### config.mk
export PLATFORM = sky130hd
export DESIGN_NAME = sha_queue
export DESIGN_NICKNAME = d
export VERILOG_FILES = /design/src/rtl/core/sha_pkg.sv /design/src/rtl/core/sha_queue.sv
export SDC_FILE = /design/constraint.sdc
export NUM_CORES = 1
export LEC_CHECK = 0
export BUFFER_PORTS_ARGS = -buffer_cell sky130_fd_sc_hd__clkbuf_2
export CORE_MARGIN = 3
export CORE_UTILIZATION = 49
export CTS_CLUSTER_DIAMETER = 120
export DETAILED_ROUTE_END_ITERATION = 8
export GPL_ROUTABILITY_DRIVEN = 0
export PLACE_DENSITY = 0.76
export SETUP_SLACK_MARGIN = 0.05
export SYNTH_ARGS = -nofsm -noshare
export SYNTH_HDL_FRONTEND = slang
export SYNTH_SLANG_ARGS = --single-unit
### constraint.sdc
create_clock -name clock -period 1.55 [get_ports clock]
set_input_delay 0.2325 -clock clock [delete_from_list [all_inputs] [get_ports clock]]
set_output_delay 0.2325 -clock clock [all_outputs]
set_load 0.01 [all_outputs]
### src/rtl/core/sha_pkg.sv
// Package for the SHA-256 digest block: types, round constants, round functions.
// No dependencies.
package sha_pkg;

   typedef struct packed {
      logic [7:0] data_byte;
      logic       byte_valid;
      logic       end_of_message;
   } req_type;

   typedef struct packed {
      logic [31:0] digest_word;
      logic [2:0]  word_index;
      logic        last_word;
   } rsp_type;

   typedef enum logic [2:0] {
      ST_IDLE,
      ST_ROUND,
      ST_FOLD,
      ST_PAD,
      ST_EMIT
   } state_type;

   localparam int QueueDepth = 2;

   localparam logic [7:0] PadByte = 8'h80;
   localparam logic [5:0] LenPos  = 6'd56;

   localparam logic [31:0] InitHash [8] = '{
      32'h6a09e667, 32'hbb67ae85, 32'h3c6ef372, 32'ha54ff53a,
      32'h510e527f, 32'h9b05688c, 32'h1f83d9ab, 32'h5be0cd19
   };

   localparam logic [31:0] RoundConst [64] = '{
      32'h428a2f98, 32'h71374491, 32'hb5c0fbcf, 32'he9b5dba5,
      32'h3956c25b, 32'h59f111f1, 32'h923f82a4, 32'hab1c5ed5,
      32'hd807aa98, 32'h12835b01, 32'h243185be, 32'h550c7dc3,
      32'h72be5d74, 32'h80deb1fe, 32'h9bdc06a7, 32'hc19bf174,
      32'he49b69c1, 32'hefbe4786, 32'h0fc19dc6, 32'h240ca1cc,
      32'h2de92c6f, 32'h4a7484aa, 32'h5cb0a9dc, 32'h76f988da,
      32'h983e5152, 32'ha831c66d, 32'hb00327c8, 32'hbf597fc7,
      32'hc6e00bf3, 32'hd5a79147, 32'h06ca6351, 32'h14292967,
      32'h27b70a85, 32'h2e1b2138, 32'h4d2c6dfc, 32'h53380d13,
      32'h650a7354, 32'h766a0abb, 32'h81c2c92e, 32'h92722c85,
      32'ha2bfe8a1, 32'ha81a664b, 32'hc24b8b70, 32'hc76c51a3,
      32'hd192e819, 32'hd6990624, 32'hf40e3585, 32'h106aa070,
      32'h19a4c116, 32'h1e376c08, 32'h2748774c, 32'h34b0bcb5,
      32'h391c0cb3, 32'h4ed8aa4a, 32'h5b9cca4f, 32'h682e6ff3,
      32'h748f82ee, 32'h78a5636f, 32'h84c87814, 32'h8cc70208,
      32'h90befffa, 32'ha4506ceb, 32'hbef9a3f7, 32'hc67178f2
   };

   function automatic logic [31:0] ror(input logic [31:0] x, input int amt);
      return (x >> amt) | (x << (32 - amt));
   endfunction

   function automatic logic [31:0] sig0(input logic [31:0] x);
      return ror(x, 7) ^ ror(x, 18) ^ (x >> 3);
   endfunction

   function automatic logic [31:0] sig1(input logic [31:0] x);
      return ror(x, 17) ^ ror(x, 19) ^ (x >> 10);
   endfunction

   function automatic logic [31:0] bsig0(input logic [31:0] x);
      return ror(x, 2) ^ ror(x, 13) ^ ror(x, 22);
   endfunction

   function automatic logic [31:0] bsig1(input logic [31:0] x);
      return ror(x, 6) ^ ror(x, 11) ^ ror(x, 25);
   endfunction

endpackage

### src/rtl/core/sha_queue.sv
// Short item queue between the front end and the compression engine.
// Depends on sha_pkg.
module sha_queue (
   input  logic             clock,
   input  logic             reset,
   input  logic             push,
   input  sha_pkg::req_type push_item,
   output logic             full,
   input  logic             pop,
   output sha_pkg::req_type pop_item,
   output logic             empty
);
   sha_pkg::req_type slot_ff [sha_pkg::QueueDepth];
   logic             wr_ptr_ff, wr_ptr_in;
   logic             rd_ptr_ff, rd_ptr_in;
   logic [1:0]       count_ff, count_in;

   // advance pointers and count
   always_comb begin
      wr_ptr_in = wr_ptr_ff ^ push;
      rd_ptr_in = rd_ptr_ff ^ pop;
      count_in  = count_ff + {1'b0, push} - {1'b0, pop};
   end

   always_ff @(posedge clock) begin
      if (reset) begin
         wr_ptr_ff <= 1'b0;
         rd_ptr_ff <= 1'b0;
         count_ff  <= 2'd0;
      end else begin
         wr_ptr_ff <= wr_ptr_in;
         rd_ptr_ff <= rd_ptr_in;
         count_ff  <= count_in;
      end
   end

   // store item
   always_ff @(posedge clock) begin
      if (push) begin
         slot_ff[wr_ptr_ff] <= push_item;
      end
   end

   assign pop_item = slot_ff[rd_ptr_ff];
   assign empty    = (count_ff == 2'd0);
   assign full     = (count_ff == 2'(sha_pkg::QueueDepth));
endmodule

# After elaboration in Yosys (flattened, before gate mapping)
# Memories as Yosys holds them, arrays and structs flattened. A register that Yosys moved wholly into a read port is not among the register bits.
# Cells that the tools add are included.
[classes]
addsub = 2
mul = 0
n_div = 0
n_lt_le_gt_ge = 0
eq_ne = 1
shifts = 0
n_mux = 3
bitwise = 2
reduce_logical = 1
[ops]
columns = ["operator", "n"]
rows = [
  ["1-bit 2-to-1 mux", 3],
  ["2-bit by 1-bit adder with 2-bit output", 1],
  ["2-bit == test, second input constant", 1],
  ["2-bit zero test", 1],
  ["2-bit by 1-bit subtractor with 2-bit output", 1],
  ["1-bit XOR", 2],
]
[totals]
regBits = 4
latchBits = 0
ramBits = 20
romBits = 0
inputBits = 14
output_inout_bits = 12
wordCells = 13
mem_count = 1
[mem_list]
columns = ["name", "depth", "width", "rd", "rd_clocked_by_memory_dff", "write_ports", "line", "text"]
rows = [
  ["slot_ff", 2, 10, 1, 1, 1, "sha_queue.sv:13", "sha_pkg::req_type slot_ff [sha_pkg::QueueDepth];"],
]

# Logic depth before layout (Yosys ltp)
# Gate-level depths: netlist (run 1).
[depth]
word_depth = 2
mapped_depth = 6

# Least setup slack after synthesis (run 1)
# No wires, ideal clock.
[synth_path]
path_kind = "reg-to-reg"
startpoint = "register count_ff[0]"
endpoint = "register count_ff[1]"
arrival_time_ns = 1.031
setup_slack_ns = 0.409
path_stages_with_launch = 7
path_buffers = 0
period_less_slack_ns = 1.141
cell_sequence = "dfxtp_1 > inv_1 > ha_1 > inv_1 > ha_1 > xnor3_1 > nor2_1"
[synth_via]
elab_chain_cells = 2
[synth_rtl]
columns = ["item", "line", "text"]
rows = [
  ["start: declaration", "sha_queue.sv:16", "logic [1:0] count_ff, count_in;"],
  ["start signal: assignment", "sha_queue.sv:33", "count_ff <= count_in;"],
  ["2-bit by 1-bit adder with 2-bit output", "sha_queue.sv:22", "count_in = count_ff + {1'b0, push} - {1'b0, pop};"],
  ["2-bit by 1-bit subtractor with 2-bit output", "sha_queue.sv:22", ""],
]
# Every way passes these cells.
# A chain may end at the register's enable or synchronous reset.

==> results of run 1 <==
through the flow:
step | area [µm²] | utilization, % | instances | setup WS [ns]
2_1_floorplan | 925 | - | 50 | 0.409
3_3_place_gp | 1080 | 61.7 | 100 | 0.356
3_5_place_dp | 1080 | 61.7 | 100 | 0.293
4_1_cts | 1120 | 64.4 | 106 | 0.0538
5_1_grt | 1230 | 70.3 | 106 | 0.00630
6_report | 1230 | 70.3 | 106 | 0.0610
worst paths after layout:
check                     from       endpoint  depth (start not counted)
setup / recovery     rd_ptr_ff    pop_item[1]                          3
hold / removal    push_item[7]  slot_ff[1][7]                          1
setup reg to reg   count_ff[0]    count_ff[1]                          6
hold reg to reg      wr_ptr_ff      wr_ptr_ff                          3
cells by family after synthesis:
logic type / count (synthesis)
xor gates and xnor gates: 2
buffers and inverters: 4
DFF: 24
and+or+nand+nor: 6
muxes: 10
adders and majority gates: 4
power by group through the flow:
stage,combinational [µW],sequential [µW],clock [µW]
after global placement,214,781,0
final,291,775,278
after detailed placement,224,787,0
after CTS,233,774,274
after global routing,316,779,315
after floorplan,141,781,0
state kept, by name (all words and copies together), names as in the netlist:
| register | flops |
|---|---|
| slot_ff | 20 |
| count_ff | 2 |
| wr_ptr_ff | 1 |
| rd_ptr_ff | 1 |
final cells by class:
cell class	instances	area, µm²	share of cell area [%]
inverter	3	11.3	0.917
multi-input combinational	22	259	21.1
sequential	24	682	55.6
clock buffer	4	26.3	2.14
tap	25	31.3	2.55
timing repair buffer	28	218	17.7
what timing repair did:
item	CTS	global route
hold buffers	0	0
cloned	1	0
buffers inserted	1	0
setup endpoints to repair	10	10
resized for setup	3	31
endpoints found under the hold margin	0	0
critical path, stage by stage, from the launching register on:
cell,delay [ns]
dfxtp_2,0.37
buf_6,0.14
mux2_4,0.31
buf_6,0.12
per-layer routing:
layer	wire, µm	part of all wire, %	vias up	track usage [%]
met5	0	0	-	0
met3	63	3.9	2	3.98
met1	611	38	242	14.3
met4	14	0.86	0	6.91
met2	933	57	17	27.9
li1	-	-	247	-
synthesized netlist by cell type, drive strengths merged:
library cell,number,area [µm²]
xnor2,1,8.76
dfxtp,4,80.1
inv,3,11.3
nor2b,2,12.5
nor2,4,15.0
buf,1,11.3
xnor3,1,22.5
ha,4,50.1
edfxtp,20,601
mux2,10,113
==> impl_metrics.env, run 1 <==
export IMPL_critPathArrivalTime_ns=1.26
export IMPL_dieArea_mm2=0.00244
export IMPL_remaining_drc_errors=0
export IMPL_antenna_found_initial=0
export IMPL_p_comb_share_pct=21.6
export IMPL_p_leak_uw=0.000520
export IMPL_fmax_mhz=672
export IMPL_layout_common_cells="20 x edfxtp_1, 15 x clkbuf_2, 12 x buf_6"
export IMPL_synth_top_family_by_area="multiplexers"
export IMPL_p_clk_share_pct=20.7
export IMPL_crit_path_end_kind="output port"
export IMPL_synth_compound_area_share_pct=0
export IMPL_ff2ff_setup_slack_ns=0.29
export IMPL_nets=100
export IMPL_netlist_area_um2=925
export IMPL_hpwl_um=1110
export IMPL_clockBufferDepth=2
export IMPL_drtIter0Drc=10
export IMPL_finalSetupViolCount=0
export IMPL_maxCapViolCount=0
export IMPL_synth_cells=50
export IMPL_grtUsageTotal_pct=14.6
export IMPL_hold_ws_ns=0.110
export IMPL_die_h_um=49.4
export IMPL_overflow=0
export IMPL_grt_max_degree=14
export IMPL_syn_area_per_cell_um2=18.5
export IMPL_seqPwrFrac_pct=57.7
export IMPL_tightest_slew_ns=0.500
export IMPL_cts_htree_levels=1
export IMPL_switchingPower_uw=317
export IMPL_hold_violations=0
export IMPL_yosys_area_share_xor_xnor_pct=3.38
export IMPL_ant_nets=0
export IMPL_pwr_density_cell_mw_per_mm2=1090
export IMPL_max_slew_margin_pct=66.7
export IMPL_start_util_pct=53.0
export IMPL_layout_filler_cells=125
export IMPL_num_rows=15
export IMPL_period_needed_ns=1.49
export IMPL_power_uw=1340
export IMPL_hold_path_class="primary input to register"
export IMPL_p_int_uw=1030
export IMPL_ys_seq_area_share_pct=73.6
export IMPL_swShare_pct=23.6
export IMPL_synth_mux_area_share_pct=12.2
export IMPL_rsz0062_at_grt="true"
export IMPL_insertion_delay_ns=0.30
export IMPL_fin_tns_setup_ns=0
export IMPL_crit_required_ns=1.32
export IMPL_yosysWarnings=0
export IMPL_grt_pass1_wl_um=2570
export IMPL_viasPerCell=4.79
export IMPL_cp_max_fo=6
export IMPL_synth_adder_area_share_pct=5.41
export IMPL_path_clk_slew_ns=0.13
export IMPL_yosys_area_share_simple_pct=2.98
export IMPL_layout_commonest_cell="edfxtp_1"
export IMPL_die_x_um=49.4
export IMPL_startpoint_type="register"
export IMPL_path_class="register to output port"
export IMPL_ys_ff_latch=24
export IMPL_ys_types=10
export IMPL_cts_buffers_inserted=3
export IMPL_wirelength_um=1620
export IMPL_slew_violations=0
export IMPL_fin_skew_ns=0.000828
export IMPL_drt_first_pass_iters=4
export IMPL_num_vias=508
export IMPL_cts_sinks=24
export IMPL_io_buffers=25
export IMPL_io_pins=26
export IMPL_cts_root_buf="clkbuf_4"
export IMPL_area_growth_pct=32.7
export IMPL_antenna_cells=0
export IMPL_core_area_mm2=0.00175
export IMPL_status="complete, no violations"
export IMPL_drive_above_1_share_pct=51.9
export IMPL_wl_per_cell_um=15.3
export IMPL_fin_crit_sh_pct=96.1
export IMPL_cts_tree="yes"
export IMPL_grt_pass1_vias=570
export IMPL_irDropWorstVdd_mv=0.531
export IMPL_synth_nets=68
No activity file was read; power rests on OpenSTA's default activity.
==> run 2, diff against run 1 <==
PLACE_DENSITY = 0.84   (was 0.76)
REMOVE_ABC_BUFFERS = 1   (was unset)
==> run 2 against run 1 <==
Sequential cell count unchanged. Setup slack better by 0.0048 ns. Routed wire length down 9.5%. Critical path depth unchanged. Die area unchanged. Total power up 1.0%. Clock skew up 0.0094 ns. Combinational power down 8.2%. Via count down 3.7%.
==> impl_metrics.env, run 2 (synthesis results as in run 1) <==
export IMPL_switchingPower_uw=303
export IMPL_path_class="register to output port"
export IMPL_slew_violations=0
export IMPL_crit_path_end_kind="output port"
export IMPL_cts_root_buf="clkbuf_4"
export IMPL_antenna_found_initial=0
export IMPL_irDropWorstVdd_mv=0.744
export IMPL_start_util_pct=53.0
export IMPL_grt_pass1_vias=540
export IMPL_wirelength_um=1470
export IMPL_critPathSlowestCell="dfxtp_2"
export IMPL_design_area_mm2=0.00121
export IMPL_grt_pass1_wl_um=2450
export IMPL_area_growth_pct=30.6
export IMPL_num_vias=489
export IMPL_p_int_uw=1050
export IMPL_status="complete, no violations"
export IMPL_cp_max_fo=5
export IMPL_crit_required_ns=1.32
export IMPL_largest_reg_flops=20
export IMPL_setup_ws_ns=0.0657
export IMPL_fmax_mhz=674
export IMPL_cts_htree_levels=1
export IMPL_fin_tns_setup_ns=0
export IMPL_drtIter0Drc=2
export IMPL_grtUsageTotal_pct=13.7
export IMPL_max_slew_margin_pct=69.3
export IMPL_tightest_slew_ns=0.460
export IMPL_die_h_um=49.4
export IMPL_nets=100
export IMPL_max_flop_register="slot_ff"
export IMPL_cts_hold_buf=0
export IMPL_critPathArrivalTime_ns=1.25
export IMPL_clockBufferDepth=2
export IMPL_pwr_density_cell_mw_per_mm2=1120
export IMPL_crit_chain="buf_6, mux2_2, clkbuf_2"
export IMPL_fin_skew_ns=0.0103
export IMPL_finalSetupViolCount=0
export IMPL_max_stage_delay_ns=0.37
export IMPL_io_buffers=25
export IMPL_crit_family="flip-flops"
export IMPL_io_pins=26
export IMPL_core_area_mm2=0.00175
export IMPL_reg_top3="slot_ff x20, count_ff x2"
export IMPL_rsz0062_at_grt="true"
export IMPL_viasPerCell=4.61
export IMPL_p_clk_share_pct=23.4
export IMPL_maxCapViolCount=0
export IMPL_die_x_um=49.4
export IMPL_path_clk_slew_ns=0.13
export IMPL_cts_sinks=24
export IMPL_num_rows=15
export IMPL_placed_area_mm2=0.00108
export IMPL_layout_common_cells="20 x edfxtp_1, 18 x clkbuf_2, 9 x buf_6"
export IMPL_startpoint_type="register"
export IMPL_seqPwrFrac_pct=56.9
export IMPL_path_buf_inv=2
export IMPL_grt_max_degree=14
export IMPL_overflow=0
export IMPL_drt_first_pass_iters=2
export IMPL_wl_per_cell_um=13.9
export IMPL_remaining_drc_errors=0
export IMPL_p_comb_share_pct=19.7
export IMPL_period_needed_ns=1.48
export IMPL_insertion_delay_ns=0.31
export IMPL_cts_buffers_inserted=3
export IMPL_dp_slack_ns=0.343
export IMPL_fin_crit_sh_pct=95.8
export IMPL_cts_tree="yes"
export IMPL_swShare_pct=22.3
export IMPL_hold_violations=0
export IMPL_p_leak_uw=0.000509
export IMPL_ant_nets=0
export IMPL_hold_path_class="primary input to register"
export IMPL_antenna_cells=0
export IMPL_layout_commonest_cell="edfxtp_1"
export IMPL_drive_above_1_share_pct=53.1
export IMPL_dieArea_mm2=0.00244
run 2: cell type report:
cell class                 instances  area [µm²]
tap                               25        31.3
sequential                        24         682
fill                             122         538
multi-input combinational         22         248
inverter                           3        11.3
timing repair buffer              28         199
clock buffer                       4        36.3
run 2: final timing paths:
check                             startpoint       endpoint  slack (ns)  cells past startpoint
worst max-delay path               rd_ptr_ff    pop_item[3]        0.07                      3
worst min-delay path            push_item[8]  slot_ff[0][8]        0.11                      1
worst max register to register   count_ff[0]    count_ff[1]        0.32                      6
worst min register to register     wr_ptr_ff      wr_ptr_ff        0.56                      3
run 2: repair_timing:
item                       CTS  global route
hold endpoints to repair     0             0
resized for setup            3            22
cloned                       1             0
setup buffers                0             1
setup endpoints to repair   10            10
run 2: metrics by stage:
stage / std cells / utilization, % / hold WS (ns) / power, µW
floorplan: 49 / - / 0.299 / 915
global placement: 100 / 61.7 / 0.423 / 994
detailed placement: 100 / 61.7 / 0.425 / 1000
CTS: 105 / 64.5 / 0.0975 / 1320
global route: 106 / 69.2 / 0.0908 / 1420
finish: 106 / 69.2 / 0.105 / 1360
run 2: power groups by stage:
stage,logic (µW),clock network [µW],registers (µW)
floorplan,129,0,787
global route,293,352,779
detailed placement,219,0,785
finish,267,317,773
global placement,213,0,781
CTS,226,324,772
run 2: layer usage:
layer,wire length (µm),global-route usage [%],up-vias
met5,0,0,-
met4,0,4.15,0
met3,72,3.06,0
met2,778,25.0,14
met1,618,15.8,231
li1,-,-,244
==> run 3, diff against run 2 <==
CELL_PAD_IN_SITES_DETAIL_PLACEMENT = 1   (was unset)
CELL_PAD_IN_SITES_GLOBAL_PLACEMENT = 2   (was unset)
CORE_UTILIZATION = 35   (was 49)
CTS_CLUSTER_SIZE = 30   (was unset)
==> run 3 against run 2 <==
Global-route usage shrank 3.5 points. Via count up 5.9%. Final cell count is 4.7% higher. Clock skew down 0.0095 ns. Clock power is 16% lower. First-iteration DRC count increased to 6.5 times the previous value. Design area up 2.0%. Total power decreased by 1.8%. Hold slack improved by 0.0042 ns. Fmax fell by 0.22%. Sequential cell count did not move. Setup slack got worse by 0.0033 ns. Critical endpoint is now pop_item[0].
==> impl_metrics.env, run 3 (synthesis results as in run 1) <==
export IMPL_path_clk_slew_ns=0.12
export IMPL_dieArea_mm2=0.00329
export IMPL_worst_r2r_cell_count=6
export IMPL_path_class="register to output port"
export IMPL_place_inst=105
export IMPL_crit_chain="buf_8, mux2_4, buf_6"
export IMPL_reg_top3="slot_ff x20, count_ff x2"
export IMPL_layout_commonest_cell="edfxtp_1"
export IMPL_fin_cells=111
export IMPL_overflow=0
export IMPL_startpoint_type="register"
export IMPL_design_area_mm2=0.00123
export IMPL_layout_filler_cells=254
export IMPL_seq_area_um2=682
export IMPL_min_path_cells=1
export IMPL_io_pins=26
export IMPL_p_leak_uw=0.000520
export IMPL_num_rows=18
export IMPL_antenna_cells=0
export IMPL_grt_pass1_wl_um=2460
export IMPL_maxCapViolCount=0
export IMPL_hold_ws_ns=0.110
export IMPL_period_needed_ns=1.49
export IMPL_nets=100
export IMPL_switchingPower_uw=314
export IMPL_clockBufferDepth=2
export IMPL_rsz0062_at_grt="true"
export IMPL_r2r_start="count_ff[0]"
export IMPL_slew_violations=0
export IMPL_cp_max_fo=6
export IMPL_p_comb_share_pct=21.8
export IMPL_insertion_delay_ns=0.30
export IMPL_cts_buffers_inserted=3
export IMPL_num_vias=518
export IMPL_pwr_density_cell_mw_per_mm2=1080
export IMPL_multi_input_area_um2=259
export IMPL_crit_required_ns=1.32
export IMPL_max_stage_delay_ns=0.38
export IMPL_largest_reg_flops=20
export IMPL_seqPwrFrac_pct=58.1
export IMPL_wl_per_cell_um=15.5
export IMPL_cts_tree="yes"
export IMPL_die_h_um=57.4
export IMPL_hp_start="push_item[8]"
export IMPL_fin_skew_ns=0.000769
export IMPL_dp_slack_ns=0.330
export IMPL_drt_first_pass_iters=3
export IMPL_p_int_uw=1020
export IMPL_area_growth_pct=33.2
export IMPL_die_x_um=57.4
export IMPL_tightest_slew_ns=0.476
export IMPL_reg2reg_to="count_ff[1]"
export IMPL_cts_hold_buf=0
export IMPL_start_util_pct=37.0
export IMPL_swShare_pct=23.5
export IMPL_remaining_drc_errors=0
export IMPL_drtIter0Drc=13
export IMPL_irDropWorstVdd_mv=0.641
export IMPL_viasPerCell=4.67
export IMPL_fin_tns_setup_ns=0
export IMPL_drive_above_1_share_pct=51.9
export IMPL_placed_area_mm2=0.00108
export IMPL_ant_nets=0
export IMPL_fin_crit_sh_pct=96.0
export IMPL_cts_root_buf="clkbuf_4"
export IMPL_ff2ff_setup_slack_ns=0.32
export IMPL_min_to="slot_ff[0][8]"
export IMPL_hpwl_um=1130
export IMPL_antenna_found_initial=0
export IMPL_setup_ws_ns=0.0625
export IMPL_critPathSlowestCell="dfxtp_2"
export IMPL_grt_pass1_vias=562
export IMPL_crit_path_end_kind="output port"
export IMPL_io_buffers=25
export IMPL_critPathArrivalTime_ns=1.26
export IMPL_core_area_mm2=0.00250
export IMPL_wirelength_um=1720
export IMPL_hold_violations=0
export IMPL_layout_common_cells="20 x edfxtp_1, 16 x clkbuf_2, 10 x mux2_4, 10 x buf_6"
export IMPL_finalSetupViolCount=0
export IMPL_hold_path_class="primary input to register"
export IMPL_cts_htree_levels=1
export IMPL_cts_sinks=24
export IMPL_grtUsageTotal_pct=10.2
export IMPL_max_slew_margin_pct=68.2
export IMPL_p_clk_share_pct=20.1
export IMPL_max_flop_register="slot_ff"
export IMPL_status="complete, no violations"
export IMPL_grt_max_degree=14
export IMPL_fmax_mhz=672
==> run 3: through the flow <==
step / util, % / total power [µW]
global placement: 43.3 / 997
floorplan: - / 915
finish: 49.2 / 1330
global route: 49.2 / 1400
detailed placement: 43.3 / 1010
CTS: 45.3 / 1300
==> run 3: how the worst max path moves through the flow <==
stage / startpoint / slack, ns / endpoint
CTS: rd_ptr_ff / 0.03 / pop_item[2]
detailed placement: push / 0.33 / slot_ff[0][6]
floorplan: rd_ptr_ff / 0.40 / pop_item[0]
global placement: rd_ptr_ff / 0.36 / pop_item[0]
finish: rd_ptr_ff / 0.06 / pop_item[0]
global route: rd_ptr_ff / 0.007 / pop_item[0]
==> run 3: metal layers <==
metal	routed length (µm)	part of all wire (%)	global-route usage [%]	vias to the layer above
met3	92	5.3	2.71	2
li1	-	-	-	243
met2	954	55	17.7	17
met5	0	0	0	-
met4	7	0.41	4.97	0
met1	667	39	11.4	256
==> run 3: area by class of cell <==
type / count / area share [%]
Sequential cell: 24 / 55.4
Multi-Input combinational cell: 22 / 21.0
Clock buffer: 3 / 1.83
Timing Repair Buffer: 28 / 17.5
Inverter: 3 / 0.915
Clock inverter: 1 / 0.305
Tap cell: 30 / 3.05
==> run 3: repair_timing <==
| item | in CTS | in global routing |
|---|---|---|
| buffers inserted | 1 | 0 |
| resized for setup | 4 | 29 |
| setup endpoints to repair | 10 | 10 |
| gates cloned | 1 | 0 |
==> run 3: power groups by stage <==
stage,logic (µW),clock network (µW),registers [µW]
6_report,291,267,775
5_1_grt,315,301,781
4_1_cts,241,286,773
3_5_place_dp,226,0,785
3_3_place_gp,216,0,782
2_1_floorplan,129,0,787
==> run 3: critical path, delay by kind of cell (launching register included) <==
family | cells | cell delay, ns
buffers and inverters | 2 | 0.26
multiplexers | 1 | 0.31
flip-flops | 1 | 0.38
